[config.mk]
export PLATFORM = sky130hd
export DESIGN_NAME = twinkle_star_pool_engine
export DESIGN_NICKNAME = d
export VERILOG_FILES = /design/src/hw/rtl/tsp_pkg.sv /design/src/hw/rtl/tsp_front.sv /design/src/hw/rtl/tsp_res_fifo.sv /design/src/hw/rtl/tsp_back.sv /design/src/hw/rtl/twinkle_star_pool_engine.sv
export SDC_FILE = /design/constraint.sdc
export NUM_CORES = 2
export LEC_CHECK = 0
export ABC_AREA = 1
export BUFFER_PORTS_ARGS = -buffer_cell sky130_fd_sc_hd__buf_4
export CORE_MARGIN = 2
export CORE_UTILIZATION = 35
export CTS_CLUSTER_DIAMETER = 50
export DETAILED_ROUTE_END_ITERATION = 8
export GPL_TIMING_DRIVEN = 1
export PLACE_DENSITY_LB_ADDON = 0.25
export SETUP_SLACK_MARGIN = 0.4
export SLEW_MARGIN = 15
export SYNTH_ARGS = -nofsm -noshare
export SYNTH_HDL_FRONTEND = slang
export SYNTH_SLANG_ARGS = --single-unit
[constraint.sdc]
create_clock -name clk_i -period 9.8 [get_ports clk_i]
set_clock_uncertainty 0.2 [all_clocks]
set_input_delay 0.98 -clock clk_i [delete_from_list [all_inputs] [get_ports clk_i]]
set_output_delay 0.98 -clock clk_i [all_outputs]
set_load 0.03 [all_outputs]
[src/hw/rtl/tsp_pkg.sv]
// Package for the twinkle star pool engine: payload types, config types and state codes.
`timescale 1ns / 1ps
package tsp_pkg;

  // Configuration register indexes
  localparam logic [2:0] RegSpawnMode   = 3'd0;
  localparam logic [2:0] RegChance      = 3'd1;
  localparam logic [2:0] RegPeakLevel   = 3'd2;
  localparam logic [2:0] RegFadeInRate  = 3'd3;
  localparam logic [2:0] RegFadeOutRate = 3'd4;

  localparam int unsigned CfgIdxW  = 3;
  localparam int unsigned CfgDataW = 16;

  // One tick transaction as it arrives
  typedef struct packed {
    logic [7:0]  tick_ms;
    logic [9:0]  chance_roll;
    logic [9:0]  led_draw;
    logic [15:0] duration_draw;
    logic [15:0] gap_draw;
    logic [7:0]  draw_red;
    logic [7:0]  draw_green;
    logic [7:0]  draw_blue;
  } in_item_t;

  // One result transaction
  typedef struct packed {
    logic        pixel_valid;
    logic [9:0]  led_index;
    logic [7:0]  out_red;
    logic [7:0]  out_green;
    logic [7:0]  out_blue;
    logic        last_pixel;
  } res_t;

  // Tick after the front has classified it
  typedef struct packed {
    logic [7:0]  tick_ms;
    logic [9:0]  chance_roll;
    logic [9:0]  led;
    logic [15:0] duration;
    logic [15:0] gap;
    logic [23:0] colour;
  } work_t;

  // Configuration registers as seen by the back end
  typedef struct packed {
    logic        spawn_mode;
    logic [9:0]  chance_permille;
    logic [15:0] peak_level;
    logic [15:0] fade_in_rate;
    logic [15:0] fade_out_rate;
  } cfg_t;

  // Back-end sequencer states
  typedef enum logic [2:0] {
    ST_IDLE,
    ST_UPDATE,
    ST_SPAWN,
    ST_EMIT,
    ST_NONE
  } back_state_e;

endpackage

[src/hw/rtl/tsp_front.sv]
// Front end: accepts tick transactions, clamps the LED draw, queues them for the back end.
`timescale 1ns / 1ps
module tsp_front #(
  parameter int unsigned LED_COUNT = 1024
) (
  input  logic              clk_i,
  input  logic              rst_ni,
  input  logic              push_i,
  input  tsp_pkg::in_item_t item_i,
  output logic              full_o,
  input  logic              take_i,
  output logic              avail_o,
  output tsp_pkg::work_t    work_o
);
  import tsp_pkg::*;

  localparam logic [16:0] LedMax = 17'(LED_COUNT - 1);

  work_t      mem_q [2];
  logic       wr_q, wr_d, rd_q, rd_d;
  logic [1:0] cnt_q, cnt_d;
  logic       wen, ren;
  work_t      cls;

  // Classify: clamp LED position, pack colour
  always_comb begin
    cls.tick_ms     = item_i.tick_ms;
    cls.chance_roll = item_i.chance_roll;
    cls.led         = ({7'd0, item_i.led_draw} > LedMax) ? LedMax[9:0] : item_i.led_draw;
    cls.duration    = item_i.duration_draw;
    cls.gap         = item_i.gap_draw;
    cls.colour      = {item_i.draw_red, item_i.draw_green, item_i.draw_blue};
  end

  assign full_o  = (cnt_q == 2'd2);
  assign avail_o = (cnt_q != 2'd0);
  assign work_o  = mem_q[rd_q];
  assign wen     = push_i && !full_o;
  assign ren     = take_i && avail_o;

  // Pointer and fill bookkeeping
  always_comb begin
    wr_d  = wen ? ~wr_q : wr_q;
    rd_d  = ren ? ~rd_q : rd_q;
    cnt_d = cnt_q + 2'(wen) - 2'(ren);
  end

  always_ff @(posedge clk_i or negedge rst_ni) begin
    if (!rst_ni) begin
      wr_q  <= 1'b0;
      rd_q  <= 1'b0;
      cnt_q <= 2'd0;
    end else begin
      wr_q  <= wr_d;
      rd_q  <= rd_d;
      cnt_q <= cnt_d;
    end
  end

  always_ff @(posedge clk_i) begin
    if (wen) begin
      mem_q[wr_q] <= cls;
    end
  end

endmodule

[src/hw/rtl/tsp_res_fifo.sv]
// Result queue: two-entry FIFO that holds finished pixel transactions.
`timescale 1ns / 1ps
module tsp_res_fifo (
  input  logic          clk_i,
  input  logic          rst_ni,
  input  logic          wr_i,
  input  tsp_pkg::res_t data_i,
  output logic          full_o,
  input  logic          pop_i,
  output logic          empty_o,
  output tsp_pkg::res_t data_o
);
  import tsp_pkg::*;

  res_t       mem_q [2];
  logic       wr_q, wr_d, rd_q, rd_d;
  logic [1:0] cnt_q, cnt_d;
  logic       wen, ren;

  assign full_o  = (cnt_q == 2'd2);
  assign empty_o = (cnt_q == 2'd0);
  assign data_o  = mem_q[rd_q];
  assign wen     = wr_i && !full_o;
  assign ren     = pop_i && !empty_o;

  // Pointer and fill bookkeeping
  always_comb begin
    wr_d  = wen ? ~wr_q : wr_q;
    rd_d  = ren ? ~rd_q : rd_q;
    cnt_d = cnt_q + 2'(wen) - 2'(ren);
  end

  always_ff @(posedge clk_i or negedge rst_ni) begin
    if (!rst_ni) begin
      wr_q  <= 1'b0;
      rd_q  <= 1'b0;
      cnt_q <= 2'd0;
    end else begin
      wr_q  <= wr_d;
      rd_q  <= rd_d;
      cnt_q <= cnt_d;
    end
  end

  always_ff @(posedge clk_i) begin
    if (wen) begin
      mem_q[wr_q] <= data_i;
    end
  end

endmodule

[src/hw/rtl/tsp_back.sv]
// Back end: walks the star slots, runs envelopes, spawns and emits scaled pixels.
`timescale 1ns / 1ps
module tsp_back #(
  parameter int unsigned STAR_SLOTS = 16
) (
  input  logic           clk_i,
  input  logic           rst_ni,
  input  tsp_pkg::cfg_t  cfg_i,
  input  logic           avail_i,
  input  tsp_pkg::work_t work_i,
  output logic           take_o,
  input  logic           res_full_i,
  output logic           res_wr_o,
  output tsp_pkg::res_t  res_o,
  output logic           spawn_o,
  output logic           room_o,
  output logic           idle_o
);
  import tsp_pkg::*;

  localparam int unsigned SlotW = (STAR_SLOTS > 1) ? $clog2(STAR_SLOTS) : 1;
  localparam logic [SlotW-1:0] LastSlot = SlotW'(STAR_SLOTS - 1);

  back_state_e state_q, state_d;
  logic [SlotW-1:0] idx_q, idx_d;
  work_t       item_q;
  logic [15:0] gap_elapsed_q, gap_elapsed_d;
  logic [15:0] gap_target_q, gap_target_d;

  logic [STAR_SLOTS-1:0] active_q;
  logic [STAR_SLOTS-1:0] fading_q;
  logic [9:0]  led_q    [STAR_SLOTS];
  logic [15:0] timer_q  [STAR_SLOTS];
  logic [15:0] dur_q    [STAR_SLOTS];
  logic [15:0] level_q  [STAR_SLOTS];
  logic [23:0] colour_q [STAR_SLOTS];

  // Envelope step of the slot under the walk index
  logic [23:0] prod;
  logic [16:0] tsum;
  logic [15:0] tnew;
  logic [24:0] lsum;
  logic [15:0] lclamp;
  logic        upd_en;
  logic        cur_fading;
  logic [15:0] cur_level;

  always_comb begin
    cur_fading = fading_q[idx_q];
    cur_level  = level_q[idx_q];
    prod   = (cur_fading ? cfg_i.fade_out_rate : cfg_i.fade_in_rate) * item_q.tick_ms;
    tsum   = {1'b0, timer_q[idx_q]} + {9'd0, item_q.tick_ms};
    tnew   = tsum[16] ? 16'hFFFF : tsum[15:0];
    lsum   = {9'd0, cur_level} + {1'b0, prod};
    lclamp = (lsum > {9'd0, cfg_i.peak_level}) ? cfg_i.peak_level : lsum[15:0];
    upd_en = (state_q == ST_UPDATE) && active_q[idx_q];
  end

  // Spawn decision: lowest free slot, chance roll or gap timer
  logic [SlotW-1:0] free_idx;
  logic        room;
  logic [16:0] gsum;
  logic [15:0] gel;
  logic [15:0] gtgt;
  logic        spawn_hit;

  always_comb begin
    free_idx = '0;
    for (int i = STAR_SLOTS - 1; i >= 0; i--) begin
      if (!active_q[i]) begin
        free_idx = SlotW'(i);
      end
    end
    room      = ~&active_q;
    gtgt      = (gap_target_q == 16'd0) ? item_q.gap : gap_target_q;
    gsum      = {1'b0, gap_elapsed_q} + {9'd0, item_q.tick_ms};
    gel       = gsum[16] ? 16'hFFFF : gsum[15:0];
    spawn_hit = room && (cfg_i.spawn_mode ? (gel >= gtgt)
                                          : (item_q.chance_roll < cfg_i.chance_permille));
  end

  assign spawn_o = (state_q == ST_SPAWN) && spawn_hit;
  assign room_o  = room;
  assign idle_o  = (state_q == ST_IDLE);

  // Is any slot above the walk index active
  logic more;
  always_comb begin
    more = 1'b0;
    for (int i = 0; i < STAR_SLOTS; i++) begin
      if (SlotW'(i) > idx_q && active_q[i]) begin
        more = 1'b1;
      end
    end
  end

  // Scaled colour of the slot under the walk index
  logic [23:0] pr, pg, pb;
  always_comb begin
    pr = colour_q[idx_q][23:16] * level_q[idx_q];
    pg = colour_q[idx_q][15:8]  * level_q[idx_q];
    pb = colour_q[idx_q][7:0]   * level_q[idx_q];
  end

  // Next state
  always_comb begin
    state_d = state_q;
    case (state_q)
      ST_IDLE: begin
        if (avail_i) state_d = ST_UPDATE;
      end
      ST_UPDATE: begin
        if (idx_q == LastSlot) state_d = ST_SPAWN;
      end
      ST_SPAWN: begin
        state_d = ((|active_q) || spawn_hit) ? ST_EMIT : ST_NONE;
      end
      ST_EMIT: begin
        if (idx_q == LastSlot && !(active_q[idx_q] && res_full_i)) state_d = ST_IDLE;
      end
      ST_NONE: begin
        if (!res_full_i) state_d = ST_IDLE;
      end
      default: state_d = ST_IDLE;
    endcase
  end

  // Outputs and walk index
  always_comb begin
    take_o        = 1'b0;
    res_wr_o      = 1'b0;
    res_o         = '0;
    idx_d         = idx_q;
    gap_elapsed_d = gap_elapsed_q;
    gap_target_d  = gap_target_q;
    case (state_q)
      ST_IDLE: begin
        take_o = avail_i;
        idx_d  = '0;
      end
      ST_UPDATE: begin
        idx_d = (idx_q == LastSlot) ? '0 : idx_q + 1'b1;
      end
      ST_SPAWN: begin
        idx_d = '0;
        if (cfg_i.spawn_mode) begin
          gap_elapsed_d = spawn_hit ? 16'd0 : gel;
          gap_target_d  = spawn_hit ? item_q.gap : gtgt;
        end
      end
      ST_EMIT: begin
        res_o.pixel_valid = 1'b1;
        res_o.led_index   = led_q[idx_q];
        res_o.out_red     = pr[23:16];
        res_o.out_green   = pg[23:16];
        res_o.out_blue    = pb[23:16];
        res_o.last_pixel  = !more;
        res_wr_o          = active_q[idx_q] && !res_full_i;
        if (!(active_q[idx_q] && res_full_i)) begin
          idx_d = (idx_q == LastSlot) ? '0 : idx_q + 1'b1;
        end
      end
      ST_NONE: begin
        res_o.last_pixel = 1'b1;
        res_wr_o         = !res_full_i;
      end
      default: ;
    endcase
  end

  // Control registers
  always_ff @(posedge clk_i or negedge rst_ni) begin
    if (!rst_ni) begin
      state_q       <= ST_IDLE;
      idx_q         <= '0;
      gap_elapsed_q <= 16'd0;
      gap_target_q  <= 16'd0;
      active_q      <= '0;
      fading_q      <= '0;
    end else begin
      state_q       <= state_d;
      idx_q         <= idx_d;
      gap_elapsed_q <= gap_elapsed_d;
      gap_target_q  <= gap_target_d;
      if (upd_en) begin
        if (!cur_fading) begin
          if (tnew >= dur_q[idx_q]) fading_q[idx_q] <= 1'b1;
        end else if (prod >= {8'd0, cur_level}) begin
          active_q[idx_q] <= 1'b0;
        end
      end
      if (spawn_o) begin
        active_q[free_idx] <= 1'b1;
        fading_q[free_idx] <= 1'b0;
      end
    end
  end

  // Slot payload, tick latch
  always_ff @(posedge clk_i) begin
    if (take_o) item_q <= work_i;
    if (upd_en) begin
      if (!cur_fading) begin
        level_q[idx_q] <= lclamp;
        timer_q[idx_q] <= (tnew >= dur_q[idx_q]) ? 16'd0 : tnew;
      end else begin
        timer_q[idx_q] <= tnew;
        level_q[idx_q] <= (prod >= {8'd0, cur_level}) ? 16'd0 : cur_level - prod[15:0];
      end
    end
    if (spawn_o) begin
      led_q[free_idx]    <= item_q.led;
      timer_q[free_idx]  <= 16'd0;
      dur_q[free_idx]    <= item_q.duration;
      level_q[free_idx]  <= 16'd0;
      colour_q[free_idx] <= item_q.colour;
    end
  end

endmodule

[src/hw/rtl/twinkle_star_pool_engine.sv]
// Top level of the twinkle star pool engine: config registers, front, back, result queue.
//
// Channel   Direction  Handshake            Payload
// tick      in         push / full          in_item_i (tsp_pkg::in_item_t)
// result    out        empty / pop          res_o     (tsp_pkg::res_t)
// config    in         cfg_valid/cfg_ready  cfg_index_i, cfg_data_i
//
// The slot sequencer runs each tick as a take in idle, one update pass over the slots,
// a spawn step and one emit pass (one empty last result when no star is active or spawned).
// Reset clears slot valid and fading bits, gap timers, queues and restores config.
// Two ticks queue in the front; emit stalls per slot while the result queue is full.
`timescale 1ns / 1ps
module twinkle_star_pool_engine #(
  parameter int unsigned STAR_SLOTS = 16,
  parameter int unsigned LED_COUNT  = 1024
) (
  input  logic                              clk_i,
  input  logic                              rst_ni,
  input  logic                              push,
  output logic                              full,
  input  tsp_pkg::in_item_t                 in_item_i,
  output logic                              empty,
  input  logic                              pop,
  output tsp_pkg::res_t                     res_o,
  input  logic                              cfg_valid_i,
  output logic                              cfg_ready_o,
  input  logic [tsp_pkg::CfgIdxW-1:0]       cfg_index_i,
  input  logic [tsp_pkg::CfgDataW-1:0]      cfg_data_i
);
  import tsp_pkg::*;

  cfg_t  cfg_q;
  work_t work;
  res_t  res_w;
  logic  avail, take, res_full, res_wr, spawn, room, idle;

  // Configuration registers
  assign cfg_ready_o = 1'b1;
  always_ff @(posedge clk_i or negedge rst_ni) begin
    if (!rst_ni) begin
      cfg_q.spawn_mode      <= 1'b0;
      cfg_q.chance_permille <= 10'd100;
      cfg_q.peak_level      <= 16'hFFFF;
      cfg_q.fade_in_rate    <= 16'd66;
      cfg_q.fade_out_rate   <= 16'd66;
    end else if (cfg_valid_i && cfg_ready_o) begin
      case (cfg_index_i)
        RegSpawnMode:   cfg_q.spawn_mode      <= cfg_data_i[0];
        RegChance:      cfg_q.chance_permille <= cfg_data_i[9:0];
        RegPeakLevel:   cfg_q.peak_level      <= cfg_data_i;
        RegFadeInRate:  cfg_q.fade_in_rate    <= cfg_data_i;
        RegFadeOutRate: cfg_q.fade_out_rate   <= cfg_data_i;
        default: ;
      endcase
    end
  end

  tsp_front #(.LED_COUNT(LED_COUNT)) u_front (
    .clk_i, .rst_ni,
    .push_i(push), .item_i(in_item_i), .full_o(full),
    .take_i(take), .avail_o(avail), .work_o(work)
  );

  tsp_back #(.STAR_SLOTS(STAR_SLOTS)) u_back (
    .clk_i, .rst_ni,
    .cfg_i(cfg_q), .avail_i(avail), .work_i(work), .take_o(take),
    .res_full_i(res_full), .res_wr_o(res_wr), .res_o(res_w),
    .spawn_o(spawn), .room_o(room), .idle_o(idle)
  );

  tsp_res_fifo u_res (
    .clk_i, .rst_ni,
    .wr_i(res_wr), .data_i(res_w), .full_o(res_full),
    .pop_i(pop), .empty_o(empty), .data_o(res_o)
  );

  // Checks
  a_no_res_overflow: assert property (@(posedge clk_i) disable iff (!rst_ni)
    !(res_wr && res_full)) else $error("result written into full queue");
  a_spawn_room: assert property (@(posedge clk_i) disable iff (!rst_ni)
    spawn |-> room) else $error("spawn without free slot");
  a_take_idle: assert property (@(posedge clk_i) disable iff (!rst_ni)
    take |-> (idle && avail)) else $error("tick taken while busy");

endmodule
## After elaboration in Yosys (flattened, before gate mapping)

Memories as Yosys holds them, arrays and structs flattened. A register that Yosys moved wholly into a read port is not among the register bits.
Cells that the tools add are included.

- Register bits: 138
- Memory bits (writable): 1552
- Word-level logic and storage cells: 235
- Memories kept: 7

- Add/sub/neg operators: 9
- Multipliers: 4
- Magnitude comparators: 25
- Equal/unequal tests: 16
- Mux-type cells: 91
- Bitwise operators: 12
- Reductions and logical operators: 54

Memory list:

| memory | words | width | read ports | clocked after Yosys merged registers in | wr ports | RTL line | source |
|---|---|---|---|---|---|---|---|
| u_back.colour_q | 16 | 24 | 1 | 0 | 1 | tsp_back.sv:36 | `logic [23:0] colour_q [STAR_SLOTS];` |
| u_back.dur_q | 16 | 16 | 1 | 0 | 1 | tsp_back.sv:34 | `logic [15:0] dur_q [STAR_SLOTS];` |
| u_back.level_q | 16 | 16 | 1 | 0 | 1 | tsp_back.sv:35 | `logic [15:0] level_q [STAR_SLOTS];` |
| u_back.timer_q | 16 | 16 | 1 | 0 | 1 | tsp_back.sv:33 | `logic [15:0] timer_q [STAR_SLOTS];` |
| u_front.mem_q | 2 | 84 | 1 | 1 | 1 | tsp_front.sv:19 | `work_t mem_q [2];` |
| u_back.led_q | 16 | 10 | 1 | 0 | 1 | tsp_back.sv:32 | `logic [9:0] led_q [STAR_SLOTS];` |
| 1 more memories | n/a | n/a | n/a | n/a | n/a | n/a |  |

Operators with widths:

| kind | count |
|---|---|
| 2-to-1 mux 16 bit | 21 |
| 2-to-1 mux 4 bit | 20 |
| multiplier 8 x 16 -> 24 bit | 3 |
| OR reduction 16 bit | 3 |
| 2-to-1 mux 1 bit | 36 |
| 2-to-1 mux 35 bit | 1 |
| adder 16 x 8 -> 17 bit | 2 |
| bitwise AND 16 bit | 2 |
| >= comparator 16 bit | 2 |
| greater-than comparator 4 bit, first input constant | 8 |
| NOT 16 bit | 2 |
| OR 16 bit | 2 |
| logical AND 1 bit | 28 |
| adder 16 x 24 -> 25 bit | 1 |
| greater-than comparator 25 x 16 -> 1 bit | 1 |
| >= comparator 24 x 16 -> 1 bit | 1 |
| multiplier 24 x 8 -> 24 bit | 1 |
| greater-than comparator 3 x 4 -> 1 bit, first input constant | 4 |
| zero test 16 bit | 1 |
| AND reduction 16 bit | 1 |
| subtractor 16 bit | 1 |
| 2-to-1 mux 3 bit | 5 |
| case mux 3 bit (5 select lines) | 1 |
| AND reduction 2 bit | 7 |
| 29 further kinds | 57 |

## Depth between registers and ports, before layout

- Depth after elaboration: 23
- Mapped depth: 58

## Hierarchy

A second synthesis with hierarchy kept.

- Cell total of the unflattened synthesis: 8504
- Area, all modules: 90411.7 µm²

By module, submodules not included:

| module | instances | cells each | area an instance (µm²) | seq. area each (µm²) |
|---|---|---|---|---|
| tsp_back | 1 | 7543 | 78751.8 | 43696.9 |
| tsp_front | 1 | 472 | 6362.4 | 5144.9 |
| tsp_res_fifo | 1 | 221 | 2869.0 | 2262.2 |
| twinkle_star_pool_engine | 1 | 268 | 2428.6 | 1505.2 |

## Least setup slack after synthesis

OpenSTA, ideal clock, no wires.

- Path kind: flip-flop to flip-flop
- Start point: reg u_back.idx_q[0]
- End point: mem u_back.level_q[0][7], data pin
- Setup time: 0.197 ns
- Arrival time: 7.960 ns
- Setup slack: 1.443 ns
- Stages on the path, launching flop included: 48
- Path buffers: 6
- Cell sequence: dfrtp_1 > buf_6 > buf_6 > buf_2 > o21ai_0 > nand2_1 > nand2_1 > o2111ai_1 > nand2_2 > buf_2 > mux2i_1 > nor2_1 > fa_1 > fa_1 > fa_1 > inv_1 > fa_1 > inv_1 > [... 12 more ...] > o21ai_0 > xor2_1 > ha_1 > a21o_1 > a21oi_1 > nand2_1 > nand2_1 > nand2_1 > inv_1 > nand3_1 > nor2_4 > nand2_4 > nor2_8 > buf_6 > nand3_1 > nand3_1 > nand2_1 > inv_1

- Longest elaborated chain between the ends: 9
- Elaborated cells on any way between the ends: 19
- Classes of those cells: add/sub: 2; mul: 1; order compare: 2; mux: 12; reduce/logical: 1; memory: 1

Ends and longest elaborated chain:

| what | RTL line | source |
|---|---|---|
| start: declaration | tsp_back.sv:25 | `logic [SlotW-1:0] idx_q, idx_d;` |
| start signal: assignment | tsp_back.sv:182 | `idx_q <= idx_d;` |
| binary-select mux 1 bit (select 4 bit) | tsp_back.sv:49 | `cur_fading = fading_q[idx_q];` |
| 2-to-1 mux 1 bit (not written as such) | tsp_back.sv:49 |  |
| 2-to-1 mux 16 bit | tsp_back.sv:51 | `prod = (cur_fading ? cfg_i.fade_out_rate : cfg_i.fade_in_rate) * item_q.tick_ms;` |
| multiplier 24 x 8 -> 24 bit | tsp_back.sv:51 |  |
| adder 16 x 24 -> 25 bit | tsp_back.sv:54 | `lsum = {9'd0, cur_level} + {1'b0, prod};` |
| greater-than comparator 25 x 16 -> 1 bit | tsp_back.sv:55 | `lclamp = (lsum > {9'd0, cfg_i.peak_level}) ? cfg_i.peak_level : lsum[15:0];` |
| 2-to-1 mux 16 bit | tsp_back.sv:55 |  |
| 2-to-1 mux 16 bit (no line) (*) (2 in series) | n/a |  |
| end: declaration | tsp_back.sv:35 |  |

Mark *: on every way between the ends. The rest lies on a longest branch, timed or not. The select of a mux whose other input is x is not followed.

## Worst setup path in the final report

- Start point: reg u_back.idx_q[2]
- End point: mem u_back.level_q[9][13], data pin

The elaborated chain is that of the path after synthesis.

==> reports/metrics.cfg <==
[setup_path]
cp_slowest_cell=dfrtp_4
r2r-start=u_back.idx_q[2]
crit_path_max_fanout=10
arrival_ns=9.34
ff2ff_setup_slack_ns=0.79
worstSetupPathType=reg -> reg
cp.required_ns=10.12
reg2regPathDepth=45
critPathLaunchType=flop
endpoint_kind=flop
slowest_delay_ns=0.50
worstReg2RegEnd=u_back.level_q[9][13]
cpMostUsedCell=nand2_1

[floorplanning]
ioPinCount=147
start_util=0.351
die_w_um=511
dieArea_um2=262000
fp.coreArea_um2=256000
die_y_um=511
rows=186

[sta]
setup_viol=0
period_minus_slack_ns=9.01
setup_slack_ns=0.788
slew_headroom=0.264
hold_ws_ns=-0.0238
period_share=0.920
fmax_mhz=111
tns_ns=0
finalHoldViolCount=4
rsz0062_at_grt=no
drv_slew=0
tightest_slew_ns=1.10

[route]
wl_per_cell_um=22.3
drc_errors=0
via_count=63100
drt-total-wl_mm=271
avgViaCountPerCell=5.20
drt_iter0_drc=5960
ant_nets=0
first_pass_iters=6

[cts]
clkLatencyLatePin_ns=0.85
cts_buffer_depth=3
cts_buffers=197
clockRootBuffer=clkbuf_16
htree_levels=4
tritoncts=done
clkSlewWorstSetupHoldPaths_ns=0.06
cts_sinks=1774

[placement]
io_buffers=145
dp_hpwl_mm=171
gp_congestion=0.880
post-place-ws_ns=0.245

[run]
max_cap_viol_count=0

[synthesis]
synthDistinctLibCells=70
synth_top_area_frac=0.545
synth.largest_area_cell=edfxtp_1
synth-edff-count=1636
synth_common_cells=edfxtp_1, nor2_1, nand2_1
syn_area_per_cell_um2=10.7
synth_most_common_cell=edfxtp_1
yosysWarnings=0
ys_seq_area_frac=0.584
netlist_instances=8439
synth-async-reset-ratio=0.0778
ys_top_cells_by_area=edfxtp_1, fa_1, nor2_1
synth_flop_cell=edfxtp_1
syn-num-nets=9179
synth.ff_latch_count=1774
syn_area_um2=90100

[grt]
grt_pass1_vias=62300
grt_util_all_layers=0.203
antenna_found_initial=15
grt_first_pass_wirelength_mm=402
grt_max_degree=199
grt_overflow=0

[cells_and_area]
area_delta_synth_final_pct=13.8
drive_above_1_share=0.101
layout.nets=9329

[outcome]
violations=negative hold slack
status=complete, but fails checks

[hold_path]
hold_path.class=in -> async

[through the flow]
stage | hold WS (ns) | instances | instance area (um^2) | utilization
global route | 0.0655 | 12100 | 103000 | 0.400
CTS | 0.0142 | 12100 | 102000 | 0.397
global placement | 0.263 | 11700 | 95200 | 0.371
finish | -0.0238 | 12100 | 103000 | 0.400
detailed placement | 0.267 | 11700 | 95200 | 0.371
floorplan | 0.246 | 8439 | 90100 | -
[critical path, delay by kind of cell (launching register included)]
kind	cells	cell delay, ns
fa+ha+maj	7	2.83
simple gates	18	1.91
compound gates	9	1.40
buf+inv	9	1.10
xor+xnor	2	0.74
flops	1	0.50
[final cells by class]
cell class                      count  area (um^2)
Timing Repair inverter              8         57.6
Timing Repair Buffer              337         2860
Inverter                          787         3050
Tap cell                         3384         4230
Sequential cell                  1774        52600
Clock buffer                      239         5160
Antenna cell                        2         5.00
Multi-Input combinational cell   5484        33300
Fill cell                       24600       154000
Clock inverter                    124         1260
[cells in the final DEF, fill, tap and decap left out, types with 36 or more instances in the layout]
cell | synthesis | layout
a21oi_1 | 313 | 307
buf_4 | 35 | 307
clkbuf_1 | 169 | 36
clkbuf_16 | 0 | 198
clkinv_1 | 7 | 51
dfrtp_1 | 115 | 109
edfxtp_1 | 1636 | 1636
fa_1 | 337 | 336
ha_1 | 295 | 283
inv_1 | 759 | 721
nand2_1 | 1389 | 1372
nand3_1 | 162 | 162
nor2_1 | 1469 | 1430
nor3_1 | 163 | 161
o2111ai_1 | 47 | 47
o21ai_0 | 791 | 789
o221ai_1 | 43 | 43
o22ai_1 | 114 | 114
xor2_1 | 55 | 44
[state kept, by name, indices dropped and copies added (netlist names), 3 cells and up]
signal                cells
u_back.colour_q         384
u_back.dur_q            256
u_back.level_q          256
u_back.timer_q          256
u_front.mem_q           168
u_back.led_q            160
u_back.item_q            84
u_res.mem_q              72
cfg_q                    59
u_back.active_q          16
u_back.fading_q          16
u_back.gap_elapsed_q     16
u_back.gap_target_q      16
u_back.idx_q              4
u_back.state_q            3
[metal layers]
metal	track usage	up-vias	wire length (um)
met4	0.0531	4	6860
met3	0.0295	364	16700
met1	0.284	31600	121000
met2	0.330	2099	126000
li1	-	29000	-
met5	0	-	36
[how the worst max path moves through the flow]
stage / startpoint / endpoint / slack [ns] / depth (start not counted)
detailed placement: u_back.idx_q[2] / u_back.level_q[12][0] / 0.24 / 45
finish: u_back.idx_q[2] / u_back.level_q[9][13] / 0.79 / 45
floorplan: u_back.idx_q[0] / u_back.level_q[0][7] / 1.44 / 47
global placement: u_back.idx_q[2] / u_back.level_q[10][2] / 0.32 / 47
global route: u_back.idx_q[2] / u_back.level_q[9][13] / 0.34 / 45
CTS: u_back.idx_q[2] / u_back.level_q[15][15] / 0.39 / 48
[what timing repair did]
action / 4_1_cts / 5_1_grt
pin swaps: 0 / 12
gates cloned: 1 / 7
hold buffers: 0 / 0
buffers inserted: 12 / 21
endpoints found under the hold margin: 0 / 0
setup endpoints to repair: 256 / 512
gates resized for setup: 15 / 115
[logic make-up after synthesis]
group / Yosys count / synth area share
other: 1 / 0.0000416
multiplexers: 15 / 0.00167
AO/OA/AOI/OAI: 1453 / 0.0902
AND/OR/NAND/NOR: 3315 / 0.148
buffers and inverters: 1181 / 0.0538
flip-flops: 1774 / 0.584
XOR/XNOR: 68 / 0.00661
adder cells (fa/ha/maj): 632 / 0.116
Power is not shown: default switching activity piles up to over one toggle a cycle in this logic, so the estimate is an artifact.
